[config.mk]
export PLATFORM = sky130hd
export DESIGN_NAME = fdci_cfg
export DESIGN_NICKNAME = d
export VERILOG_FILES = /design/src/rtl/fdci_pkg.sv /design/src/rtl/fdci_cfg.sv
export SDC_FILE = /design/constraint.sdc
export NUM_CORES = 1
export LEC_CHECK = 0
export ABC_AREA = 1
export BUFFER_PORTS_ARGS = -buffer_cell sky130_fd_sc_hd__buf_2
export CORE_AREA = 2 2 136 85
export DETAILED_ROUTE_END_ITERATION = 10
export DIE_AREA = 0 0 138 87
export HOLD_SLACK_MARGIN = 0.05
export PLACE_DENSITY_LB_ADDON = 0.3
export REMOVE_ABC_BUFFERS = 1
export SYNTH_ARGS = -nofsm -noshare
export SYNTH_HDL_FRONTEND = slang
export SYNTH_SLANG_ARGS = --single-unit
export TNS_END_PERCENT = 100
[constraint.sdc]
create_clock -name clk -period 2.07 [get_ports clk]
set_input_delay 0.414 -clock clk [delete_from_list [all_inputs] [get_ports clk]]
set_output_delay 0.414 -clock clk [all_outputs]
set_load 0.01 [all_outputs]
[src/rtl/fdci_pkg.sv]
// Shared types, register codes and constants of the feedback delay with cubic interpolation.
package fdci_pkg;

	// Parameter defaults
	localparam int DELAY_DEPTH_DEF  = 131072;
	localparam int NUM_CHANNELS_DEF = 2;
	localparam int SAMPLE_BITS_DEF  = 24;

	// Register field widths
	localparam int GAIN_W     = 16;
	localparam int DLEN_W     = 33;
	localparam int FB_W       = 17;
	localparam int FRAC_W     = 16;
	localparam int WHOLE_W    = DLEN_W - FRAC_W + 1;
	localparam int CFG_ADDR_W = 2;

	// Register indexes
	localparam logic [CFG_ADDR_W-1:0] REG_INPUT_GAIN    = 2'd0;
	localparam logic [CFG_ADDR_W-1:0] REG_DELAY_LENGTH  = 2'd1;
	localparam logic [CFG_ADDR_W-1:0] REG_FEEDBACK_GAIN = 2'd2;

	// Register reset values
	localparam logic [GAIN_W-1:0] INPUT_GAIN_RST    = 16'd3650;
	localparam logic [DLEN_W-1:0] DELAY_LENGTH_RST  = 33'd1887436800;
	localparam logic [FB_W-1:0]   FEEDBACK_GAIN_RST = 17'd16384;
	localparam logic [FB_W-1:0]   FB_UNITY          = 17'd65536;

	// Input gain is Q4.12, rounded half up before the shift
	localparam int GAIN_FRAC  = 12;
	localparam int ROUND_HALF = 2048;

	// Second operand of the shared multiplier (gain, fraction or feedback)
	localparam int MUL_B_W = 18;

	typedef enum logic [3:0] {
		ST_IDLE,
		ST_RD0,
		ST_RD1,
		ST_RD2,
		ST_RD3,
		ST_M1,
		ST_M2,
		ST_M3,
		ST_M4,
		ST_OUT
	} state_t;

	// Settings derived from the registers, handed to the datapath
	typedef struct packed {
		logic              busy;
		logic              zero;
		logic [FRAC_W:0]   t;
		logic [FB_W-1:0]   fb;
		logic [GAIN_W-1:0] gain;
	} cfg_t;

endpackage

[src/rtl/fdci_cfg.sv]
// Configuration registers and the settings derived from them (read offset, fraction, feedback).
module fdci_cfg #(
	parameter int DELAY_DEPTH = fdci_pkg::DELAY_DEPTH_DEF,
	localparam int IW = $clog2(DELAY_DEPTH)
) (
	input  logic                             clk,
	input  logic                             arst_n,
	input  logic                             cfg_we,
	input  logic [fdci_pkg::CFG_ADDR_W-1:0]  cfg_addr,
	input  logic [fdci_pkg::DLEN_W-1:0]      cfg_wdata,
	output fdci_pkg::cfg_t                   cfg,
	output logic [IW-1:0]                    back
);

	localparam int WHOLE_W = fdci_pkg::WHOLE_W;
	localparam int FRAC_W  = fdci_pkg::FRAC_W;
	// Reciprocal of the depth, exact floor division for any whole-sample count
	localparam int SHIFT   = WHOLE_W + IW;
	localparam longint unsigned RECIP =
		((64'd1 << SHIFT) + longint'(DELAY_DEPTH) - 64'd1) / longint'(DELAY_DEPTH);
	localparam int RECIP_W = WHOLE_W + 2;
	localparam int RPW     = WHOLE_W + RECIP_W;

	logic [fdci_pkg::GAIN_W-1:0] gain_q;
	logic [fdci_pkg::DLEN_W-1:0] dlen_q;
	logic [fdci_pkg::FB_W-1:0]   fbg_q;
	logic [1:0]                  pend_q;

	logic [FRAC_W-1:0]  frac;
	logic [WHOLE_W-1:0] whole;
	logic [WHOLE_W-1:0] whole_s1;
	logic [RPW-1:0]     rprod_s1;
	logic [FRAC_W:0]    t_s1;
	logic               zero_s1;
	logic [fdci_pkg::FB_W-1:0] fb_s1;
	logic [WHOLE_W-1:0] quot;
	logic [WHOLE_W-1:0] rem;
	logic [IW-1:0]      back_s2;

	// Hold the registers; a write restarts the settling count
	always_ff @(posedge clk or negedge arst_n) begin
		if (!arst_n) begin
			gain_q <= fdci_pkg::INPUT_GAIN_RST;
			dlen_q <= fdci_pkg::DELAY_LENGTH_RST;
			fbg_q  <= fdci_pkg::FEEDBACK_GAIN_RST;
			pend_q <= 2'd2;
		end else begin
			if (cfg_we) begin
				case (cfg_addr)
					fdci_pkg::REG_INPUT_GAIN:    gain_q <= cfg_wdata[fdci_pkg::GAIN_W-1:0];
					fdci_pkg::REG_DELAY_LENGTH:  dlen_q <= cfg_wdata;
					fdci_pkg::REG_FEEDBACK_GAIN: fbg_q  <= cfg_wdata[fdci_pkg::FB_W-1:0];
					default: ;
				endcase
				pend_q <= 2'd2;
			end else if (pend_q != 2'd0) begin
				pend_q <= pend_q - 2'd1;
			end
		end
	end

	// A fractional delay reads one sample further back
	assign frac  = dlen_q[FRAC_W-1:0];
	assign whole = WHOLE_W'(dlen_q[fdci_pkg::DLEN_W-1:FRAC_W]) + WHOLE_W'(frac != '0);

	// First stage: reciprocal product, fraction and clamped feedback
	always_ff @(posedge clk) begin
		whole_s1 <= whole;
		rprod_s1 <= RPW'(whole) * RPW'(RECIP_W'(RECIP));
		t_s1     <= (frac == '0) ? '0 : (FRAC_W + 1)'(fdci_pkg::FB_UNITY) - {1'b0, frac};
		zero_s1  <= (dlen_q == '0);
		fb_s1    <= (fbg_q > fdci_pkg::FB_UNITY) ? fdci_pkg::FB_UNITY : fbg_q;
	end

	// Second stage: remainder of the whole count by the depth
	assign quot = WHOLE_W'(rprod_s1 >> SHIFT);
	assign rem  = whole_s1 - WHOLE_W'(quot * WHOLE_W'(DELAY_DEPTH));

	always_ff @(posedge clk) begin
		back_s2 <= IW'(rem);
	end

	assign cfg.busy = (pend_q != 2'd0);
	assign cfg.zero = zero_s1;
	assign cfg.t    = t_s1;
	assign cfg.fb   = fb_s1;
	assign cfg.gain = gain_q;
	assign back     = back_s2;

endmodule

==> metrics.md, run 1 <==
| Metric | Value |
|---|---|
| DPL Wire Length | `8.17 mm` |
| DIE WIDTH | `138 um` |
| Initial antenna violation count | `0` |
| Routed WL per cell | `13.8 um` |
| Root Buffer Master | `clkbuf_16` |
| DR iter-0 viols | `241` |
| FMAX | `517 MHz` |
| Die area | `0.0120 mm^2` |
| CP Max Fanout | `4` |
| Placed Cells incl. Taps | `780` |
| H-tree Lvls | `4` |
| Worst-margin pin slew | `0.622 ns` |
| Final GP Congestion | `0.876` |
| Core Rows | `30` |
| # diodes | `0` |
| Initial Utilization | `46.6%` |
| Critical path arrival | `2.22 ns` |
| Slew Viols, Final | `0` |
| Sum Neg Setup Slack | `0 ns` |
| Gr ovfl total | `0` |
| DRC viols | `0` |
| Final hold violations | `0` |
| Vias/cell | `4.78` |
| Clk sinks | `137` |
| Mux cell area share after synthesis | `0%` |
| Total track usage | `19.6%` |
| Largest net degree at the start of global routing | `35` |
| Worst Clk Skew | `0.00641 ns` |
| Synth warnings | `0` |
| Setup violators final | `0` |
| Mean post-synth cell area | `9.38 um^2` |
| Worst Path Buf+Inv | `1` |
| Status | `finished, final reports clean` |
| PD cells | `1190 mW/mm^2` |
| Final core utilization | `58.7%` |
| Via count | `3885` |
| Final antenna-violating net count | `0` |
| Crit-path max cell delay | `0.39 ns` |
| Top FF cell, synth | `dfxtp_1` |
| Relative slew slack | `58.6%` |
| CTS clk-pin slew, worst paths | `0.06 ns` |
| Fraction of the mapped netlist area in compound gates | `9.37%` |
| I/O Pins | `107` |
| Crit-path cells | `inv_1 > ha_1 > nand2_2 > nor2_4 > nand3_4 > ha_1 > nand2_4 > nor2_4 > nand2_4 > nor2_2 > xor2_1` |
| Max IR drop VDD | `0.634 mV` |
| Tmin final | `1.94 ns` |
| Synth unique cells | `31` |
| Seq/Total Area, Yosys | `61.0%` |
| Port-buffer cells | `106` |
| Core Footprint | `0.0109 mm^2` |
| Synth top area share | `28.1%` |
| Final setup margin | `0.134 ns` |
| Tot Pwr | `7.60 mW` |
| WP data required | `2.35 ns` |
| CTS tree | `done` |
| Max clock buf depth | `2` |
| Capturing element type of the critical path | `flop` |
| Top post-synthesis cells by count | `nand2_1, dfxtp_1, nor2_1` |
| XOR/XNOR Fraction of Synth Area | `3.45%` |
| Crit path max-delay family | `simple AND/OR/NAND/NOR gates` |
| First-pass GRT wire length | `18.2 mm` |
| DRT Wirelength | `11.2 mm` |
| Post-synth ARST share | `49.6%` |
| Detailed Routing Iterations Pass 1 | `5` |
| Synth area leaders | `dfrtp_1, dfxtp_1, nand2_1` |
| Pleak | `3.20 nW` |
| Post-synthesis simple-gate area fraction | `19.2%` |
| Area growth, synth to finish | `25.8%` |
| Nets@finish | `698` |
| Die Ht | `87 um` |
| Adder-Cell Fraction of Synth Area | `0.986%` |
| Worst-Skew Late Latency | `0.41 ns` |
| Crit-path slowest cell | `dfrtp_1` |
| Seq cells post-synth | `137` |
| Top-count cell post-synth | `nand2_1` |
| Max-Cap Viols | `0` |
| Critical path class | `reg -> reg` |
| Fin cells | `813` |
| Total CTS buffers | `17` |
| Fraction of layout cells with a size suffix above 1 | `26.6%` |
| Vias in the first global route | `3663` |
| Syn Inst Count | `541` |
| Post-Place Worst Slack | `0.131 ns` |
| Fillers | `986` |
| Period Utilization, post-route | `93.5%` |
| Hold Crit Class | `in -> reg` |
| Startpoint type of the worst setup path | `flop` |
| Unrepaired setup endpoints after global routing | `no` |
| Post-synth EDFFs | `0` |
| Post-synth top area cell | `dfrtp_1` |
| Mapped cell area | `0.00507 mm^2` |
| Largest family of logic cells by synthesized area | `simple AND/OR/NAND/NOR gates` |
## worst register-to-register path, cell delays in order (launching register included)
cell and delay, ns:
dfrtp_1 0.39, inv_1 0.13, ha_1 0.23, nand2_2 0.12, nor2_4 0.17, nand3_4 0.09, ha_1 0.23, nand2_4 0.12
nor2_4 0.06, nand2_4 0.09, nor2_2 0.05, xor2_1 0.15
## where the power goes
group	internal (mW)	switching, mW
Combinational	0.486	0.729
Clock	1.84	1.08
Sequential	3.17	0.289
## stage by stage
step / hold slack, ns / area, um^2
3_5_place_dp: 0.312 / 5790
4_1_cts: 0.232 / 6390
5_1_grt: 0.243 / 6390
6_report: 0.247 / 6390
2_1_floorplan: 0.118 / 4990
3_3_place_gp: 0.314 / 5790
## sequential cells by signal (all words and copies together), names as in the netlist
signal / cells
back: 17
dlen_q: 33
fb_s1: 17
fbg_q: 17
gain_q: 16
pend_q: 2
rprod_s1: 17
t_s1: 17
zero_s1: 1
## placed cells by master, fill, tap and decap left out, drive strengths merged
cell type    count
a21boi          10
a21oi           25
and2             1
buf            113
bufinv           2
clkbuf          22
clkinv           7
clkinvlp         2
conb             1
dfrtp           57
dfstp           11
dfxtp           69
dlygate4sd3      1
ha               4
inv             56
nand2          114
nand3           24
nand4            2
nor2            72
nor3             1
o21ai           55
xnor2            4
xor2            16
## final cells by class
cell class	instances	area [um^2]	area share (%)
multi-input cells	329	1680	26.3
inverters	57	214	3.35
clock inverters	10	120	1.88
clock buffers	22	464	7.27
repair buffers	114	631	9.87
well taps	144	180	2.82
flip-flops and latches	137	3100	48.5
## cell families after synthesis
logic type      count (synthesis)
flops                         137
compound gates                 90
other cells                     1
xor+xnor                       20
buf+inv                        75
fa+ha+maj                       4
simple gates                  214
## what timing repair did
action | in CTS | in global routing
endpoints found under the hold margin | 18 | 0
resized for setup | 0 | 0
hold buffers | 1 | 0
endpoints found under the setup margin | 0 | 1
setup buffers | 0 | 0
## path summary, 6_finish.rpt
kind	startpoint	end	slack, ns	cells after the start
setup / recovery	dlen_q[0]	rprod_s1[29]	0.13	11
hold / removal	cfg_wdata[30]	dlen_q[30]	0.25	3
setup reg to reg	dlen_q[0]	rprod_s1[29]	0.13	11
hold reg to reg	rprod_s1[18]	back[0]	0.33	0
max in group asynchronous	arst_n	gain_q[1]	0.86	3
min in group asynchronous	arst_n	gain_q[15]	0.57	2
## routing by layer
metal	vias up	share of wire, %	global-route usage [%]
met5	-	0	0
met4	0	1.3	7.61
met3	16	5.3	5.50
met2	104	43	28.1
met1	1833	51	28.4
li1	1932	-	-
(Power assumes the default switching activity.)
==> run 2, diff against run 1 <==
--- a/config.mk
+++ b/config.mk
@@ -10,6 +10,7 @@
 export CORE_AREA = 2 2 136 85
 export DETAILED_ROUTE_END_ITERATION = 10
 export DIE_AREA = 0 0 138 87
+export GPL_TIMING_DRIVEN = 0
 export HOLD_SLACK_MARGIN = 0.05
 export PLACE_DENSITY_LB_ADDON = 0.3
 export REMOVE_ABC_BUFFERS = 1
==> constraint.sdc (replaced) <==
create_clock -name clk -period 2.07 [get_ports clk]
set_input_delay 0.1035 -clock clk [delete_from_list [all_inputs] [get_ports clk]]
set_output_delay 0.1035 -clock clk [all_outputs]
set_load 0.01 [all_outputs]
==> run 2 against run 1 <==
Worst hold slack gained 0.077 ns. Sequential cell count is the same. Critical path depth grew 1. Highest routed layer unchanged. Largest cell class unchanged. Global-route usage grew 0.75 points. First-iteration DRC count shrank 24%.
==> metrics.md, run 2 (synthesis gave the netlist of run 1 again) <==
| Metric | Value |
|---|---|
| Worst reg2reg startpoint | `dlen_q[0]` |
| Crit-path cells | `inv_1 > ha_2 > nand2_2 > nor2_4 > nand3_4 > ha_4 > nand2_4 > nor2_4 > nand2_4 > clkinv_1 > nand3_1 > nand2_1` |
| Period Utilization, post-route | `95.3%` |
| Clk pwr share | `39.3%` |
| Clk sinks | `137` |
| Setup violators final | `0` |
| Slew Viols, Final | `0` |
| CTS tree | `done` |
| Critical path class | `reg -> reg` |
| Fin cells | `848` |
| PD cells | `1150 mW/mm^2` |
| Vias in the first global route | `3925` |
| Final setup margin | `0.0972 ns` |
| Hold_sp | `rprod_s1[25]` |
| Gr ovfl total | `0` |
| Worst Path Buf+Inv | `2` |
| Final core utilization | `62.0%` |
| Logic pwr share | `16.2%` |
| Hold Path Stages | `0` |
| Max-Cap Viols | `0` |
| Part of the power in registers | `44.5%` |
| Hold Crit Class | `reg -> reg` |
| Final GP Congestion | `0.865` |
| Fillers | `959` |
| Placed standard-cell area | `0.00570 mm^2` |
| I/O Pins | `107` |
| Tmin final | `1.97 ns` |
| Worst-margin pin slew | `1.09 ns` |
| Core Rows | `30` |
| Most frequent cells in the layout | `nand2_1, buf_2, dfxtp_1` |
| Worst Clk Skew | `0.00878 ns` |
| Worst R2R Setup Slack | `0.1 ns` |
| Sum Neg Setup Slack | `0 ns` |
| Fraction of layout cells with a size suffix above 1 | `25.7%` |
| Status | `finished, final reports clean` |
| Placed Cells incl. Taps | `773` |
| DRC viols | `0` |
| Max clock buf depth | `2` |
| Startpoint type of the worst setup path | `flop` |
| Worst-Skew Late Latency | `0.41 ns` |
| CP Max Fanout | `8` |
| Area growth, synth to finish | `33.0%` |
| Port-buffer cells | `106` |
| DIE WIDTH | `138 um` |
| Vias/cell | `4.70` |
| H-tree Lvls | `4` |
| Worst Hold End | `back[7]` |
| Internal power | `5.61 mW` |
| Critical path arrival | `2.28 ns` |
| Core Footprint | `0.0109 mm^2` |
| WP data required | `2.37 ns` |
| Detailed Routing Iterations Pass 1 | `5` |
| Sw Ratio | `27.9%` |
| Routed WL per cell | `13.6 um` |
| Final hold violations | `0` |
| R2R depth | `12` |
| Crit-path max cell delay | `0.40 ns` |
| Max reg flops | `33` |
| Crit-path slowest cell | `dfrtp_1` |
| Tot Pwr | `7.78 mW` |
| Hold Slack | `0.324 ns` |
| Reg2reg end | `rprod_s1[33]` |
| First-pass GRT wire length | `19.2 mm` |
| Final antenna-violating net count | `0` |
| Initial Utilization | `46.6%` |
| Die area | `0.0120 mm^2` |
| DPL Wire Length | `7.66 mm` |
| Relative slew slack | `27.1%` |
| Root Buffer Master | `clkbuf_16` |
| DRT Wirelength | `11.5 mm` |
| # diodes | `0` |
| Crit path max-delay family | `simple AND/OR/NAND/NOR gates` |
| Max IR drop VDD | `0.643 mV` |
| Total CTS buffers | `17` |
| Via count | `3987` |
| Total track usage | `20.4%` |
| CTS clk-pin slew, worst paths | `0.06 ns` |
| Top reg by flops | `dlen_q` |
| DR iter-0 viols | `183` |
| Die Ht | `87 um` |
| NetSw | `2.17 mW` |
| Capturing element type of the critical path | `flop` |
| Design area | `0.00675 mm^2` |
| Nets@finish | `733` |
| FMAX | `507 MHz` |
| Post-Place Worst Slack | `-0.0780 ns` |
| Pleak | `3.32 nW` |
| Largest net degree at the start of global routing | `69` |
| Initial antenna violation count | `0` |
## run 2: power groups by stage
stage | clock network [mW] | registers (mW) | logic, mW
2_1_floorplan | 0 | 3.57 | 0.601
3_3_place_gp | 0 | 3.48 | 1.16
3_5_place_dp | 0 | 3.50 | 1.20
4_1_cts | 3.11 | 3.46 | 1.27
5_1_grt | 3.25 | 3.52 | 1.43
6_report | 3.06 | 3.46 | 1.26
## run 2: area by class of cell
type	count	area [um^2]	share of cell area, %
Clock buffer	19	433	6.41
Clock inverter	13	170	2.52
Inverter	57	214	3.17
Multi-Input combinational cell	329	1700	25.2
Sequential cell	137	3100	45.9
Tap cell	144	180	2.67
Timing Repair Buffer	149	953	14.1
## run 2: how the worst max path moves through the flow
stage / slack, ns / from / endpoint / depth (start not counted)
after CTS: 0.02 / dlen_q[0] / rprod_s1[33] / 12
after detailed placement: -0.08 / dlen_q[0] / rprod_s1[33] / 12
after floorplan: 0.25 / dlen_q[0] / rprod_s1[33] / 12
after global placement: -0.02 / dlen_q[0] / rprod_s1[33] / 12
after global routing: -0.0007 / dlen_q[0] / rprod_s1[33] / 12
final: 0.1 / dlen_q[0] / rprod_s1[33] / 12
## run 2: what timing repair did
item / CTS / global route
resized for setup: 1 / 5
hold buffers: 39 / 0
hold endpoints to repair: 125 / 0
cloned: 0 / 0
setup buffers: 1 / 3
pin swaps: 2 / 1
setup endpoints to repair: 6 / 9
## run 2: routing by layer
metal  vias up  global-route usage [%]  part of all wire [%]
met5         -                       0                     0
met4         0                    7.33                  0.65
met3         6                    5.55                   4.9
met2        87                    31.3                    45
met1      1890                    28.1                    49
li1       2004                       -                     -
==> run 3, diff against run 2 <==
==> constraint.sdc (replaced) <==
create_clock -name clk -period 1.7 [get_ports clk]
set_input_delay 0.085 -clock clk [delete_from_list [all_inputs] [get_ports clk]]
set_output_delay 0.085 -clock clk [all_outputs]
set_load 0.01 [all_outputs]
==> run 3 against run 2 <==
The run now ends with setup timing left. Routed wire length is 5.6% higher. Via count is 3.4% higher. First-iteration DRC count is 21% higher. Cell area is 4.0% higher. Clock skew is 0.0029 ns lower. Clock power is 22% higher. Worst setup slack worse by 0.12 ns. Critical path type unchanged. Largest cell class unchanged. Largest power group unchanged.
==> metrics.md, run 3 (synthesis gave the netlist of run 1 again) <==
| Metric | Value |
|---|---|
| Final antenna-violating net count | `0` |
| Launch point of the worst path | `dlen_q[1]` |
| Port-buffer cells | `106` |
| Max IR drop VDD | `0.824 mV` |
| Crit-path cells | `inv_2 > ha_4 > nand2_4 > nor2_4 > nand3_4 > ha_4 > nand2_4 > nor2_4 > nand2_4 > clkinv_2 > nand3_1 > nand2_1` |
| Most frequent CP cell | `nand2_4` |
| Placed standard-cell area | `0.00570 mm^2` |
| Final core utilization | `64.5%` |
| Worst-Skew Late Latency | `0.41 ns` |
| Post-Place Worst Slack | `-0.448 ns` |
| Core Footprint | `0.0109 mm^2` |
| Hold Slack | `0.325 ns` |
| Status | `finished with violations` |
| Max clock buf depth | `2` |
| CTS clk-pin slew, worst paths | `0.06 ns` |
| Vias/cell | `4.72` |
| Hold Path Stages | `0` |
| Tot Pwr | `9.71 mW` |
| H-tree Lvls | `4` |
| Worst Clk Skew | `0.00593 ns` |
| Critical path arrival | `2.03 ns` |
| Startpoint type of the worst setup path | `flop` |
| Detailed Routing Iterations Pass 1 | `5` |
| Relative slew slack | `27.1%` |
| Die Ht | `87 um` |
| Pleak | `3.45 nW` |
| Worst reg2reg startpoint | `dlen_q[1]` |
| DRC viols | `0` |
| DR iter-0 viols | `222` |
| CP Max Fanout | `4` |
| Hold_sp | `rprod_s1[25]` |
| WP data required | `2.01 ns` |
| Largest net degree at the start of global routing | `69` |
| R2R depth | `12` |
| I/O Pins | `107` |
| Design area | `0.00702 mm^2` |
| Hold Crit Class | `reg -> reg` |
| Crit-path slowest cell | `dfrtp_1` |
| Max-Cap Viols | `0` |
| Most frequent cells in the layout | `buf_2, nand2_1, dfxtp_1` |
| Vias in the first global route | `4084` |
| Total CTS buffers | `17` |
| DRT Wirelength | `12.2 mm` |
| Worst R2R Setup Slack | `-0.02 ns` |
| Final GP Congestion | `0.865` |
| Fin cells | `873` |
| Placed Cells incl. Taps | `773` |
| Commonest non-fill, non-tap cell in the layout | `buf_2` |
| Routed WL per cell | `13.9 um` |
| Unrepaired setup endpoints after global routing | `yes` |
| First-pass GRT wire length | `20.1 mm` |
| Die area | `0.0120 mm^2` |
| Total track usage | `21.4%` |
| Core Rows | `30` |
| Max reg flops | `33` |
| Clk sinks | `137` |
| Period Utilization, post-route | `101%` |
| DPL Wire Length | `7.66 mm` |
| Fraction of layout cells with a size suffix above 1 | `30.3%` |
| DIE WIDTH | `138 um` |
| Slew Viols, Final | `0` |
| Capturing element type of the critical path | `flop` |
| Crit-path max cell delay | `0.40 ns` |
| Gr ovfl total | `0` |
| Top reg by flops | `dlen_q` |
| Initial antenna violation count | `0` |
| FMAX | `580 MHz` |
| Final hold violations | `0` |
| Setup violators final | `4` |
| Via count | `4122` |
| CTS tree | `done` |
| Critical path class | `reg -> reg` |
| Violated checks | `setup timing` |
| Area growth, synth to finish | `38.3%` |
| Initial Utilization | `46.6%` |
| PD cells | `1380 mW/mm^2` |
| Worst-margin pin slew | `1.09 ns` |
| Root Buffer Master | `clkbuf_16` |
| Tmin final | `1.72 ns` |
| Sum Neg Setup Slack | `-0.0671 ns` |
| # diodes | `0` |
| Nets@finish | `758` |
| Final setup margin | `-0.0231 ns` |
-- run 3: metal layers --
| layer | GRT usage [%] | vias up | share of wire (%) |
|---|---|---|---|
| met5 | 0 | - | 0 |
| met4 | 7.24 | 0 | 1.2 |
| met3 | 5.72 | 13 | 5.1 |
| met2 | 33.8 | 93 | 45 |
| met1 | 28.9 | 1965 | 48 |
| li1 | - | 2051 | - |
-- run 3: power by group --
part | internal, mW | switching, mW
sequential | 3.86 | 0.342
clock | 2.32 | 1.42
combinational | 0.775 | 0.988
total | 6.96 | 2.75
-- run 3: cell type report --
class / instances / area [um^2]
Timing Repair Buffer: 174 / 1140
Multi-Input combinational cell: 329 / 1780
Clock buffer: 19 / 433
Clock inverter: 13 / 170
Inverter: 57 / 215
Sequential cell: 137 / 3100
Fill cell: 920 / 3870
Tap cell: 144 / 180
-- run 3: what timing repair did --
action | CTS | global route
endpoints found under the hold margin | 125 | 0
endpoints found under the setup margin | 17 | 17
hold buffers | 40 | 0
cloned | 0 | 0
buffers inserted | 22 | 6
pin swaps | 10 | 5
gates resized for setup | 19 | 9
-- run 3: path summary, 6_finish.rpt --
kind | endpoint
worst max-delay path | rprod_s1[33]
worst min-delay path | back[7]
worst max register to register | rprod_s1[33]
worst min register to register | back[7]
max in group asynchronous | dlen_q[4]
min in group asynchronous | gain_q[12]
-- run 3: critical path: cells and delay by family, from the launching register on --
kind	cells	cell delay (ns)
simple gates	8	0.71
flops	1	0.40
fa+ha+maj	2	0.36
buf+inv	2	0.14
